==> src/design/i2cmb_pkg.sv <==
package i2cmb_pkg;

    // Depths of the two word queues around the sequencer.
    localparam int MID_DEPTH = 2;
    localparam int OUT_DEPTH = 2;

    // Register reset value: ticks per hold unit.
    localparam logic [15:0] UNIT_TICKS_RESET = 16'd125;

    // Bit counts that close the byte loop and the bus clear loop.
    localparam logic [3:0] BYTE_BITS  = 4'd8;
    localparam logic [3:0] CLEAR_CLKS = 4'd9;

    // Command codes on the action field.
    typedef enum logic [2:0] {
        ACT_NONE  = 3'd0,
        ACT_START = 3'd1,
        ACT_STOP  = 3'd2,
        ACT_WRITE = 3'd3,
        ACT_READ  = 3'd4,
        ACT_CLEAR = 3'd5
    } t_act;

    // Sequencer phases, one-hot.
    typedef enum logic [10:0] {
        PH_IDLE  = 11'b000_0000_0001,
        PH_START = 11'b000_0000_0010,
        PH_STOP  = 11'b000_0000_0100,
        PH_WBIT  = 11'b000_0000_1000,
        PH_WACK  = 11'b000_0001_0000,
        PH_RBIT  = 11'b000_0010_0000,
        PH_RACK  = 11'b000_0100_0000,
        PH_CLK9  = 11'b000_1000_0000,
        PH_CLRSS = 11'b001_0000_0000,
        PH_FIN   = 11'b010_0000_0000,
        PH_FIN0  = 11'b100_0000_0000
    } t_phase;

    // One classified input word.
    typedef struct packed {
        t_act       act;
        logic [7:0] write_data;
        logic       send_nack;
        logic       sda_in;
    } t_item;

    // One result word.
    typedef struct packed {
        logic       scl_level;
        logic       sda_level;
        logic       sda_drive;
        logic       busy_res;
        logic       done_res;
        logic [7:0] read_data;
        logic       ack_seen;
    } t_result;

endpackage

==> src/design/i2cmb_queue.sv <==
module i2cmb_queue #(
    parameter int WIDTH = 8,
    parameter int DEPTH = 2
) (
    input  logic             i_clk,
    input  logic             i_rst_n,
    input  logic             i_push,
    input  logic [WIDTH-1:0] i_data,
    output logic             o_full,
    input  logic             i_pop,
    output logic             o_empty,
    output logic [WIDTH-1:0] o_data
);

    localparam int PW = (DEPTH > 1) ? $clog2(DEPTH) : 1;
    localparam int CW = $clog2(DEPTH + 1);
    localparam logic [PW-1:0] LAST = PW'(DEPTH - 1);
    localparam logic [CW-1:0] FULL_COUNT = CW'(DEPTH);

    logic [WIDTH-1:0] r_mem [DEPTH];
    logic [PW-1:0]    r_wr_ptr, n_wr_ptr;
    logic [PW-1:0]    r_rd_ptr, n_rd_ptr;
    logic [CW-1:0]    r_count, n_count;
    logic             do_push, do_pop;

    assign o_full  = (r_count == FULL_COUNT);
    assign o_empty = (r_count == '0);
    assign o_data  = r_mem[r_rd_ptr];
    assign do_push = i_push && !o_full;
    assign do_pop  = i_pop && !o_empty;

    // Pointer and fill count update, with wrap at the last entry.
    always_comb begin
        n_wr_ptr = r_wr_ptr;
        n_rd_ptr = r_rd_ptr;
        n_count  = r_count;
        if (do_push) begin
            n_wr_ptr = (r_wr_ptr == LAST) ? '0 : r_wr_ptr + 1'b1;
        end
        if (do_pop) begin
            n_rd_ptr = (r_rd_ptr == LAST) ? '0 : r_rd_ptr + 1'b1;
        end
        if (do_push && !do_pop) begin
            n_count = r_count + 1'b1;
        end else if (do_pop && !do_push) begin
            n_count = r_count - 1'b1;
        end
    end

    always_ff @(posedge i_clk) begin
        if (!i_rst_n) begin
            r_wr_ptr <= '0;
            r_rd_ptr <= '0;
            r_count  <= '0;
        end else begin
            r_wr_ptr <= n_wr_ptr;
            r_rd_ptr <= n_rd_ptr;
            r_count  <= n_count;
        end
    end

    // Storage carries no reset.
    always_ff @(posedge i_clk) begin
        if (do_push) begin
            r_mem[r_wr_ptr] <= i_data;
        end
    end

endmodule

==> src/design/i2cmb_front.sv <==
module i2cmb_front
    import i2cmb_pkg::*;
#(
    parameter int MID_Q_DEPTH = MID_DEPTH
) (
    input  logic       i_clk,
    input  logic       i_rst_n,
    input  logic       push,
    output logic       full,
    input  logic [2:0] i_action,
    input  logic [7:0] i_write_data,
    input  logic       i_send_nack,
    input  logic       i_sda_in,
    input  logic       i_pop,
    output logic       o_empty,
    output t_item      o_item
);

    t_item cls_item;
    logic [$bits(t_item)-1:0] q_data;

    // Classify the word: codes without meaning become no command.
    always_comb begin
        cls_item.write_data = i_write_data;
        cls_item.send_nack  = i_send_nack;
        cls_item.sda_in     = i_sda_in;
        if (i_action inside {[3'd1:3'd5]}) begin
            cls_item.act = t_act'(i_action);
        end else begin
            cls_item.act = ACT_NONE;
        end
    end

    // Short queue toward the sequencer.
    i2cmb_queue #(
        .WIDTH ($bits(t_item)),
        .DEPTH (MID_Q_DEPTH)
    ) u_mid_q (
        .i_clk   (i_clk),
        .i_rst_n (i_rst_n),
        .i_push  (push),
        .i_data  (cls_item),
        .o_full  (full),
        .i_pop   (i_pop),
        .o_empty (o_empty),
        .o_data  (q_data)
    );

    assign o_item = t_item'(q_data);

endmodule

==> src/design/i2cmb_engine.sv <==
module i2cmb_engine
    import i2cmb_pkg::*;
(
    input  logic        i_clk,
    input  logic        i_rst_n,
    input  logic        i_cfg_we,
    input  logic [15:0] i_cfg_data,
    input  logic        i_valid,
    input  t_item       i_item,
    input  logic        i_room,
    output logic        o_take,
    output t_result     o_res
);

    t_phase      r_phase, n_phase;
    logic [1:0]  r_step, n_step;
    logic [15:0] r_ticks, n_ticks;
    logic [1:0]  r_units, n_units;
    logic [3:0]  r_bits, n_bits;
    logic [7:0]  r_shift, n_shift;
    logic        r_nack, n_nack;
    logic        r_ack, n_ack;
    logic [7:0]  r_rd, n_rd;
    logic        r_scl, n_scl;
    logic        r_sda, n_sda;
    logic        r_drv, n_drv;
    logic [15:0] r_unit_ticks;
    logic [15:0] ut;
    logic [15:0] tick_inc;
    logic        busy;
    logic        done;

    assign o_take   = i_valid && i_room;
    assign ut       = (r_unit_ticks == '0) ? 16'd1 : r_unit_ticks;
    assign tick_inc = r_ticks + 16'd1;

    // One tick of the pin sequencer.
    always_comb begin
        n_phase = r_phase;
        n_step  = r_step;
        n_ticks = r_ticks;
        n_units = r_units;
        n_bits  = r_bits;
        n_shift = r_shift;
        n_nack  = r_nack;
        n_ack   = r_ack;
        n_rd    = r_rd;
        n_scl   = r_scl;
        n_sda   = r_sda;
        n_drv   = r_drv;
        done    = 1'b0;

        // Finish a sequence, or start a new command while idle.
        if (r_phase == PH_FIN || r_phase == PH_FIN0) begin
            if (r_phase == PH_FIN0) begin
                n_scl = 1'b0;
            end
            n_phase = PH_IDLE;
            done    = 1'b1;
        end else if (r_phase == PH_IDLE) begin
            case (i_item.act)
                ACT_START: begin
                    n_phase = PH_START;
                    n_step = 2'd0; n_scl = 1'b1; n_sda = 1'b1; n_drv = 1'b1;
                    n_units = 2'd2; n_ticks = '0;
                end
                ACT_STOP: begin
                    n_phase = PH_STOP;
                    n_step = 2'd0; n_scl = 1'b1; n_sda = 1'b0; n_drv = 1'b1;
                    n_units = 2'd2; n_ticks = '0;
                end
                ACT_WRITE: begin
                    n_phase = PH_WBIT;
                    n_shift = i_item.write_data;
                    n_bits  = '0;
                    n_step = 2'd0; n_scl = 1'b0; n_drv = 1'b1;
                    n_units = 2'd1; n_ticks = '0;
                end
                ACT_READ: begin
                    n_phase = PH_RBIT;
                    n_nack  = i_item.send_nack;
                    n_shift = '0;
                    n_bits  = '0;
                    n_step = 2'd0; n_scl = 1'b0; n_drv = 1'b0;
                    n_units = 2'd2; n_ticks = '0;
                end
                ACT_CLEAR: begin
                    n_phase = PH_CLK9;
                    n_bits  = '0;
                    n_step = 2'd0; n_scl = 1'b0; n_sda = 1'b1; n_drv = 1'b1;
                    n_units = 2'd2; n_ticks = '0;
                end
                default: begin
                end
            endcase
        end

        busy = (n_phase != PH_IDLE);

        // Result pins are those after the command decision.
        o_res.scl_level = n_scl;
        o_res.sda_level = n_sda;
        o_res.sda_drive = n_drv;
        o_res.busy_res  = busy;
        o_res.done_res  = done;

        // Hold timer and segment advance.
        if (busy) begin
            if (tick_inc >= ut) begin
                n_ticks = '0;
                if (n_units != '0) begin
                    n_units = n_units - 2'd1;
                end
                if (n_units == '0) begin
                    case (n_phase)
                        PH_START: begin
                            if (n_step == 2'd0) begin
                                n_step = 2'd1; n_scl = 1'b1; n_sda = 1'b0; n_drv = 1'b1;
                                n_units = 2'd2;
                            end else begin
                                n_phase = PH_FIN;
                            end
                        end
                        PH_STOP: begin
                            if (n_step == 2'd0) begin
                                n_step = 2'd1; n_scl = 1'b1; n_sda = 1'b1; n_drv = 1'b1;
                                n_units = 2'd2;
                            end else begin
                                n_phase = PH_FIN;
                            end
                        end
                        PH_WBIT: begin
                            if (n_step == 2'd0) begin
                                n_step = 2'd1; n_scl = 1'b0; n_sda = n_shift[7];
                                n_drv = 1'b1; n_units = 2'd1;
                                n_shift = {n_shift[6:0], 1'b0};
                            end else if (n_step == 2'd1) begin
                                n_step = 2'd2; n_scl = 1'b1; n_drv = 1'b1;
                                n_units = 2'd2;
                            end else begin
                                n_bits = n_bits + 4'd1;
                                if (n_bits < BYTE_BITS) begin
                                    n_step = 2'd0; n_scl = 1'b0; n_drv = 1'b1;
                                    n_units = 2'd1;
                                end else begin
                                    n_phase = PH_WACK;
                                    n_step = 2'd0; n_scl = 1'b0; n_drv = 1'b0;
                                    n_units = 2'd2;
                                end
                            end
                        end
                        PH_WACK: begin
                            if (n_step == 2'd0) begin
                                n_step = 2'd1; n_scl = 1'b1; n_drv = 1'b0;
                                n_units = 2'd2;
                            end else begin
                                n_ack   = i_item.sda_in;
                                n_phase = PH_FIN0;
                            end
                        end
                        PH_RBIT: begin
                            if (n_step == 2'd0) begin
                                n_step = 2'd1; n_scl = 1'b1; n_drv = 1'b0;
                                n_units = 2'd2;
                            end else begin
                                n_shift = {n_shift[6:0], i_item.sda_in};
                                n_bits  = n_bits + 4'd1;
                                if (n_bits < BYTE_BITS) begin
                                    n_step = 2'd0; n_scl = 1'b0; n_drv = 1'b0;
                                    n_units = 2'd2;
                                end else begin
                                    n_rd    = n_shift;
                                    n_phase = PH_RACK;
                                    n_step = 2'd0; n_scl = 1'b0; n_drv = 1'b1;
                                    n_units = 2'd1;
                                end
                            end
                        end
                        PH_RACK: begin
                            if (n_step == 2'd0) begin
                                n_step = 2'd1; n_scl = 1'b0; n_sda = n_nack;
                                n_drv = 1'b1; n_units = 2'd1;
                            end else if (n_step == 2'd1) begin
                                n_step = 2'd2; n_scl = 1'b1; n_drv = 1'b1;
                                n_units = 2'd2;
                            end else begin
                                n_phase = PH_FIN0;
                            end
                        end
                        PH_CLK9: begin
                            if (n_step == 2'd0) begin
                                n_step = 2'd1; n_scl = 1'b1; n_drv = 1'b1;
                                n_units = 2'd2;
                            end else begin
                                n_bits = n_bits + 4'd1;
                                if (n_bits < CLEAR_CLKS) begin
                                    n_step = 2'd0; n_scl = 1'b0; n_drv = 1'b1;
                                    n_units = 2'd2;
                                end else begin
                                    n_phase = PH_CLRSS;
                                    n_step = 2'd0; n_scl = 1'b1; n_sda = 1'b1;
                                    n_drv = 1'b1; n_units = 2'd2;
                                end
                            end
                        end
                        PH_CLRSS: begin
                            if (n_step == 2'd0) begin
                                n_step = 2'd1; n_scl = 1'b1; n_sda = 1'b0; n_drv = 1'b1;
                                n_units = 2'd2;
                            end else if (n_step == 2'd1) begin
                                n_step = 2'd2; n_scl = 1'b1; n_sda = 1'b0; n_drv = 1'b1;
                                n_units = 2'd2;
                            end else if (n_step == 2'd2) begin
                                n_step = 2'd3; n_scl = 1'b1; n_sda = 1'b1; n_drv = 1'b1;
                                n_units = 2'd2;
                            end else begin
                                n_phase = PH_FIN;
                            end
                        end
                        default: begin
                            n_phase = PH_IDLE;
                        end
                    endcase
                end
            end else begin
                n_ticks = tick_inc;
            end
        end

        // Data outputs show the registers after this tick.
        o_res.read_data = n_rd;
        o_res.ack_seen  = n_ack;
    end

    // Sequencer state advances only on a word taken from the queue.
    always_ff @(posedge i_clk) begin
        if (!i_rst_n) begin
            r_phase <= PH_IDLE;
            r_step  <= '0;
            r_ticks <= '0;
            r_units <= '0;
            r_bits  <= '0;
            r_shift <= '0;
            r_nack  <= 1'b0;
            r_ack   <= 1'b0;
            r_rd    <= '0;
            r_scl   <= 1'b1;
            r_sda   <= 1'b1;
            r_drv   <= 1'b1;
        end else if (o_take) begin
            r_phase <= n_phase;
            r_step  <= n_step;
            r_ticks <= n_ticks;
            r_units <= n_units;
            r_bits  <= n_bits;
            r_shift <= n_shift;
            r_nack  <= n_nack;
            r_ack   <= n_ack;
            r_rd    <= n_rd;
            r_scl   <= n_scl;
            r_sda   <= n_sda;
            r_drv   <= n_drv;
        end
    end

    // Configuration register.
    always_ff @(posedge i_clk) begin
        if (!i_rst_n) begin
            r_unit_ticks <= UNIT_TICKS_RESET;
        end else if (i_cfg_we) begin
            r_unit_ticks <= i_cfg_data;
        end
    end

endmodule

==> src/design/i2c_master_bit_engine_core.sv <==
// Channel   Direction  Handshake         Word
// input     in         push / full       action, write_data, send_nack, sda_in
// result    out        empty / pop       scl, sda, drive, busy, done, read_data, ack
// config    in         i_cfg_we          unit_ticks (16 bit)
//
// One word is accepted per cycle unless full; the sequencer handles one word per
// cycle while the result queue has room. A result word is visible once its input
// word has passed the input queue, then the sequencer into the result queue.
// Reset is synchronous: sequencer idle, pins high and driven, unit_ticks 125.
// When pop stays low the result queue fills, the sequencer holds, the input
// queue fills and full rises; nothing is lost or repeated.
module i2c_master_bit_engine_core
    import i2cmb_pkg::*;
#(
    parameter int MID_Q_DEPTH = MID_DEPTH,
    parameter int OUT_Q_DEPTH = OUT_DEPTH
) (
    input  logic        i_clk,
    input  logic        i_rst_n,
    input  logic        i_cfg_we,
    input  logic [15:0] i_cfg_data,
    input  logic        push,
    output logic        full,
    input  logic [2:0]  i_action,
    input  logic [7:0]  i_write_data,
    input  logic        i_send_nack,
    input  logic        i_sda_in,
    output logic        empty,
    input  logic        pop,
    output logic        o_scl_level,
    output logic        o_sda_level,
    output logic        o_sda_drive,
    output logic        o_busy_res,
    output logic        o_done_res,
    output logic [7:0]  o_read_data,
    output logic        o_ack_seen
);

    t_item   mid_item;
    logic    mid_empty;
    logic    take;
    logic    out_full;
    t_result eng_res;
    t_result out_res;
    logic [$bits(t_result)-1:0] out_data;

    // Front: classify and queue input words.
    i2cmb_front #(
        .MID_Q_DEPTH (MID_Q_DEPTH)
    ) u_front (
        .i_clk        (i_clk),
        .i_rst_n      (i_rst_n),
        .push         (push),
        .full         (full),
        .i_action     (i_action),
        .i_write_data (i_write_data),
        .i_send_nack  (i_send_nack),
        .i_sda_in     (i_sda_in),
        .i_pop        (take),
        .o_empty      (mid_empty),
        .o_item       (mid_item)
    );

    // Back: pin sequencer.
    i2cmb_engine u_engine (
        .i_clk      (i_clk),
        .i_rst_n    (i_rst_n),
        .i_cfg_we   (i_cfg_we),
        .i_cfg_data (i_cfg_data),
        .i_valid    (!mid_empty),
        .i_item     (mid_item),
        .i_room     (!out_full),
        .o_take     (take),
        .o_res      (eng_res)
    );

    // Result queue.
    i2cmb_queue #(
        .WIDTH ($bits(t_result)),
        .DEPTH (OUT_Q_DEPTH)
    ) u_out_q (
        .i_clk   (i_clk),
        .i_rst_n (i_rst_n),
        .i_push  (take),
        .i_data  (eng_res),
        .o_full  (out_full),
        .i_pop   (pop),
        .o_empty (empty),
        .o_data  (out_data)
    );

    assign out_res     = t_result'(out_data);
    assign o_scl_level = out_res.scl_level;
    assign o_sda_level = out_res.sda_level;
    assign o_sda_drive = out_res.sda_drive;
    assign o_busy_res  = out_res.busy_res;
    assign o_done_res  = out_res.done_res;
    assign o_read_data = out_res.read_data;
    assign o_ack_seen  = out_res.ack_seen;

    // A finishing tick never reports busy.
    a_done_not_busy: assert property (@(posedge i_clk) disable iff (!i_rst_n)
        (!empty && o_done_res) |-> !o_busy_res)
        else $error("done reported together with busy");

    // An accepted word reaches the middle queue.
    a_mid_filled: assert property (@(posedge i_clk) disable iff (!i_rst_n)
        (push && !full) |=> !mid_empty)
        else $error("accepted word missing from middle queue");

    // A word taken by the sequencer yields a waiting result.
    a_result_made: assert property (@(posedge i_clk) disable iff (!i_rst_n)
        (!mid_empty && !out_full) |=> !empty)
        else $error("sequencer took a word without a result");

endmodule

==> config.mk <==
export PLATFORM = sky130hd
export DESIGN_NAME = i2c_master_bit_engine_core
export DESIGN_NICKNAME = d
export VERILOG_FILES = /design/src/design/i2cmb_pkg.sv /design/src/design/i2cmb_queue.sv /design/src/design/i2cmb_front.sv /design/src/design/i2cmb_engine.sv /design/src/design/i2c_master_bit_engine_core.sv
export SDC_FILE = /design/constraint.sdc
export NUM_CORES = 1
export LEC_CHECK = 0
export BUFFER_PORTS_ARGS = -buffer_cell sky130_fd_sc_hd__buf_2
export CORE_MARGIN = 1.5
export CORE_UTILIZATION = 40
export DETAILED_ROUTE_END_ITERATION = 10
export MAX_ROUTING_LAYER = met4
export PLACE_DENSITY = 0.57
export SYNTH_ARGS = -nofsm -noshare
export SYNTH_HDL_FRONTEND = slang
export SYNTH_SLANG_ARGS = --single-unit
export TNS_END_PERCENT = 1
==> constraint.sdc <==
create_clock -name i_clk -period 4.4 [get_ports i_clk]
set_input_delay 0.22 -clock i_clk [delete_from_list [all_inputs] [get_ports i_clk]]
set_output_delay 0.22 -clock i_clk [all_outputs]
set_load 0.05 [all_outputs]
# Yosys cells after proc, flatten, opt, wreduce, memory -nomap -nowiden
# Memory sizes are Yosys's and may differ from the RTL's. A register that Yosys moved wholly into a read port is not among the register bits.
# Index checks and enable logic that the tools add are counted.
# classes
n_eq_ne,22
order_cmp,5
muxes,169
reduce_logical,39
addsub,11
# ops
operator,n
11-bit 2-to-1 mux,19
8-bit 2-to-1 mux,13
16-bit 2-to-1 mux,6
11-bit one-hot mux with 7 select lines,1
2-bit 2-to-1 mux,37
1-bit 2-to-1 mux,70
11-bit one-hot mux with 5 select lines,1
4-bit 2-to-1 mux,9
8-bit one-hot mux with 2 select lines,2
"16-bit by 1-bit adder with 16-bit output, second input constant",1
16-bit >= comparator,1
16-bit logical NOT,1
1-bit one-hot mux with 6 select lines,2
2-bit one-hot mux with 6 select lines,1
"11-bit by 1-bit == test with 1-bit output, second input constant",1
"11-bit by 10-bit == test with 1-bit output, second input constant",1
"11-bit == test, second input constant",1
"11-bit by 2-bit == test with 1-bit output, second input constant",1
"11-bit by 3-bit == test with 1-bit output, second input constant",1
"11-bit by 4-bit == test with 1-bit output, second input constant",1
"11-bit by 5-bit == test with 1-bit output, second input constant",1
"11-bit by 6-bit == test with 1-bit output, second input constant",1
"11-bit by 7-bit == test with 1-bit output, second input constant",1
"11-bit by 8-bit == test with 1-bit output, second input constant",1
other kinds (31),72
# totals
mem_bits_rw,54
inputBits,34
wordCells,267
regBits,80
output_inout_bits,16
memories,2
# mem_list
name,words,width,read_ports,rd_clocked_by_memory_dff,wr,line_no,text
u_out_q.r_mem,2,14,1,1,1,i2cmb_queue.sv:20,logic [WIDTH-1:0] r_mem [DEPTH];
u_front.u_mid_q.r_mem,2,13,1,1,1,i2cmb_queue.sv:20,

# Longest topological paths before layout
# depth
depth_word,16
ltp_mapped,18
ltp_nobuf,17

# Cells and area by module
# From an unflattened synthesis, not the netlist that was laid out.
# unflattened
cells_unflattened,854
area_unflattened_um2,7937.6
# modules_own_cells
module,area_each_um2,seq_area_each_um2,instances,cells_per_inst
i2cmb_engine,5504.0,1441.4,1,716
i2cmb_queue (u_out_q),1237.4,940.9,1,68
i2cmb_queue (u_front.u_mid_q),1166.1,880.8,1,65
i2cmb_front,22.5,0.0,1,3
i2c_master_bit_engine_core,7.5,0.0,1,2

# Worst setup path before layout
# Ideal clock, no wire load.
# synth_path
path_type,register to register
start,register u_engine.r_phase[1]
end,register u_engine.r_phase[1]
setup_ns,0.115
path_buffers,1
period_less_slack_ns,3.612
path_stages_with_launch,14
required_ns,4.285
path_slack_ns,0.788
arrival_ns,3.497
path_cell_list,dfxtp_1 > or4_4 > or4_4 > nor2_1 > nor2_1 > ha_1 > clkbuf_1 > or2_2 > nor3_1 > a2111o_1 > o21ai_1 > nor3_1 > o31ai_1 > and2_1
# synth_between
elab_chain_cells,12
elab_cells_between_ends,53
classes_between,add/sub (2); order compare (2); eq/ne (14); mux (30); reduce/logical (5)
# synth_lines
item,line_no,text
from (decl),i2cmb_engine.sv:15,"t_phase r_phase, n_phase;"
from (signal assigned),i2cmb_engine.sv:251,r_phase <= n_phase;
11-bit by 1-bit == test with 1-bit output (tied with other cells),i2cmb_engine.sv:60,end else if (r_phase == PH_IDLE) begin
4-bit 2-to-1 mux or 1-bit logical OR (tied branches),"i2cmb_engine.sv:60, i2cmb_engine.sv:54",
4-bit 2-to-1 mux,i2cmb_engine.sv:54,if (r_phase == PH_FIN || r_phase == PH_FIN0) begin
4-bit by 1-bit adder with 4-bit output,"i2cmb_engine.sv:141, i2cmb_engine.sv:167, i2cmb_engine.sv:195",
4-bit less-than comparator,"i2cmb_engine.sv:142, i2cmb_engine.sv:168",
11-bit 2-to-1 mux,i2cmb_engine.sv:142,if (n_bits < BYTE_BITS) begin
11-bit 2-to-1 mux,i2cmb_engine.sv:137,end else if (n_step == 2'd1) begin
11-bit 2-to-1 mux,i2cmb_engine.sv:133,if (n_step == 2'd0) begin
11-bit one-hot mux with 7 select lines,i2cmb_engine.sv:115,case (n_phase)
11-bit 2-to-1 mux,i2cmb_engine.sv:114,if (n_units == '0) begin
11-bit 2-to-1 mux,i2cmb_engine.sv:109,if (tick_inc >= ut) begin
11-bit 2-to-1 mux (*),i2cmb_engine.sv:108,if (busy) begin
# Every way passes the cells marked *; elsewhere a longest branch is shown, timed or not. The select of a mux whose other input is x is not followed.
# A chain may end at the register's enable or synchronous reset.

# Final worst setup path
# layout_path
start,register u_engine.r_phase[4]
end,register u_engine.r_phase[5]
# The elaborated chain is that of the path after synthesis.

==> results.toml <==
[status]
status = "finished, final reports clean"

[power_and_ir_drop]
p_sw_mw = 2.695
power_frac_seq_pct = 28.4
p_per_area_nw_per_um2 = 643.2
p_int_mw = 3.244
swShare_pct = 45.38
pwr-share-comb_pct = 48.2
leakagePower_nw = 3.569
ir_drop_mv = 0.3384
power_mw = 5.939
clock_power_share_pct = 23.4

[clocking]
path_clk_slew_ns = 0.07
clock_path_buffers = 2
holdBufCountCts = 11
cts.sinks = 136
insertion_delay_ns = 0.42
cts_resized = 0
cts_buffers = 17
h-tree-depth = 4
post_cts_buffers = 0
cts_tree = "done"
root_buffer = "clkbuf_16"

[grt]
top_usage_layer = "met2"
globalRouteTotalUtil_pct = 21.86
antenna_found_initial = 0
grt_pass1_vias = 6172
grt_max_degree = 79
grt_util_met3_pct = 4.125
grt_pass1_wl_mm = 33.35
use_met2_pct = 33.18
grt_use_met1_pct = 28.89
grt-ovfl-total = 0

[synth]
ys_types = 90
yosysSeqAreaShare_pct = 41.46
synthFlopType = "dfxtp_1"
synthArstFlopShare_pct = 0
synth-edff-count = 54
synth_nets = 892
synth_top_area_share_pct = 20.86
syn_inst = 834
ys_top_cells_by_area = "dfxtp_1 (21%), edfxtp_1 (21%), mux2i_1 (4.7%)"
ys_ff_latch = 136
avgSynthCellArea_um2 = 9.438
yosys.area.top_type = "dfxtp_1"
synth.cell_area_um2 = 7871
yosys_warnings = 0

[detailed_routing]
vias = 6585
viasPerCell = 5.548
wl_mm = 21.06
drc = 0
ant_nets = 0
first_pass_iters = 8
first_iter_violations = 527
wire_per_inst_um = 17.74

[setup_path]
startpoint = "u_engine.r_phase[4]"
crit_slowest_cell = "nor4_4"
worstPathCellList = "or4_4, nor4_4, nand2_1, nand2_1, ha_1, nor2_1, and4_1, a2111o_1, o21ai_1, nor3_1, buf_4, o31ai_1, and2_1"
crit_path_max_incr_delay_ns = 0.66
crit_top_cell = "nand2_1"
timing.rr.start = "u_engine.r_phase[4]"
worst-path-buf-inv = 1
critPathTopFamily = "simple AND/OR/NAND/NOR gates"
path_class = "reg2reg"
r2r_slack_ns = 0.35
endpoint_kind = "register"
critPathArrivalTime_ns = 4.41
startpoint_type = "register"
critPathMaxFanout = 12
worstPathRequired_ns = 4.76

[finish]
diodes = 0
final_nets = 967
layout.core_utilization_pct = 47.60
fin_cells = 1187
n_fill_cell = 1879
seqCellArea_um2 = 3263
multi_input_area_um2 = 4309
drive_above_1_share_pct = 18.11
syn2layout_area_growth_pct = 17.31

[timing]
fin_ws_ns = 0.3516
worst_pin_slew_ns = 0.8419
layout_worst_path_cycle_share_pct = 92.01
max_freq_ghz = 0.2470
rsz0062_at_grt = "no"
hold_viol_final = 0
skew_ns = 0.01602
setup_viol = 0
slew_violations = 0
tns_ns = 0
min_period_ns = 4.048
max-slew-margin-rel_pct = 43.67

[place]
dp_slack_ns = 0.4644
dpl.cell_count = 1144
io_buffers = 49
gp_congestion = 0.9986
hpwl_mm = 15.32

[die]
dieArea_um2 = 20530
initial_utilization_pct = 40.58
die_x_um = 143.3
core_um2 = 19400
chipHeight_um = 143.3
rows = 51
ios = 50

[worst_hold_path]
hp-start = "i_cfg_data[6]"
hold_class = "in2reg"

[flow_run]
max-cap-violations = 0
## worst register-to-register path, delay by kind of cell, from the launching register on
| kind | cells | cell delay, ns |
|---|---|---|
| AOI/OAI and AO/OA | 3 | 0.71 |
| adders and majority gates | 1 | 0.40 |
| buffers and inverters | 1 | 0.16 |
| DFF | 1 | 0.37 |
| and+or+nand+nor | 8 | 2.34 |
## kinds of logic (layout without fill, tap and decap cells)
logic type	count (synthesis)	in the layout	share of synthesized area, %
DFF	136	136	41.46
buffers and inverters	77	165	3.990
xor gates and xnor gates	22	22	2.448
AOI/OAI and AO/OA	212	212	18.33
adders and majority gates	24	24	3.815
muxes	61	61	8.139
and+or+nand+nor	302	302	21.82
## metrics by stage
step                hold slack [ns]  area, um^2
finish                      0.01237        9234
global route                0.01245        9234
CTS                       0.0002001        9234
detailed placement           0.4110        8547
global placement             0.4089        8547
floorplan                    0.3189        7871
## per-layer routing
metal / vias to the layer above / part of all wire [%]
met3: 36 / 5.7
met1: 3090 / 46
met4: 0 / 2.6
li1: 3239 / -
met5: - / 0
met2: 220 / 46
## placed cells by master, fill, tap and decap left out, types with 5 or more instances in the layout
cell / n
a211oi_1: 7
a21boi_0: 5
a21o_1: 6
a21oi_1: 46
a31oi_1: 10
and2_1: 22
buf_2: 49
buf_4: 33
clkbuf_16: 17
dfxtp_1: 82
dlygate4sd3_1: 11
edfxtp_1: 54
ha_1: 24
inv_1: 37
inv_6: 6
mux2_1: 6
mux2_2: 18
mux2i_1: 37
nand2_1: 73
nand2b_1: 9
nand3_1: 17
nor2_1: 44
nor2b_1: 35
nor3_1: 28
nor3b_1: 15
nor4_1: 14
o211ai_1: 10
o21a_1: 9
o21ai_0: 44
o21ai_1: 10
o31ai_1: 7
or3_1: 9
xnor2_1: 11
xor2_1: 11
## power groups by stage
| stage | combinational (mW) | sequential (mW) | clock [mW] |
|---|---|---|---|
| 2_1_floorplan | 2.03 | 1.66 | 0 |
| 3_3_place_gp | 2.85 | 1.71 | 0 |
| 3_5_place_dp | 2.82 | 1.72 | 0 |
| 4_1_cts | 2.84 | 1.69 | 1.42 |
| 5_1_grt | 3.10 | 1.71 | 1.47 |
| 6_report | 2.86 | 1.69 | 1.39 |
## registers in the layout, summed over array words and instances, names as in the netlist, 2 cells and up, named ones only
name,count
u_engine.r_bits,4
u_engine.r_phase,11
u_engine.r_rd,8
u_engine.r_shift,8
u_engine.r_step,2
u_engine.r_ticks,16
u_engine.r_unit_ticks,16
u_engine.r_units,2
u_front.u_mid_q.r_count,2
u_front.u_mid_q.r_mem,26
u_out_q.r_count,2
u_out_q.r_mem,28
## cells in the mapped netlist (all sizes together), types with 3 or more instances
cell type	count
and3	4
a21o	6
nor3	32
a21boi	9
a211oi	7
xor2	11
nor3b	15
nor2	46
o22ai	4
dfxtp	82
nand2	75
o211a	3
nand4	5
a31o	4
inv	39
nor4	17
o31ai	9
a21oi	48
nand2b	9
a2111oi	3
a31oi	10
clkbuf	24
or4	3
nand3	19
o32ai	4
xnor2	11
o211ai	11
and2	22
edfxtp	54
o21ai	55
a22o	3
o21a	9
or3	9
mux2	24
buf	13
mux2i	37
ha	24
nor2b	35
or2	4
## final timing paths
path,to,cells after the start
worst min register to register,u_engine.r_bits[0],2
worst min-delay path,u_engine.r_unit_ticks[6],3
worst max register to register,u_engine.r_phase[5],13
worst max-delay path,u_engine.r_phase[5],13
## layout make-up
type	instances	share of cell area, %
clock buffer	17	4.607
clock inverter	15	1.640
inverter	40	1.626
multi-input combinational	621	46.67
sequential	136	35.34
tap	265	3.591
timing repair buffer	93	6.531
Power figures use the tool's default switching activity.
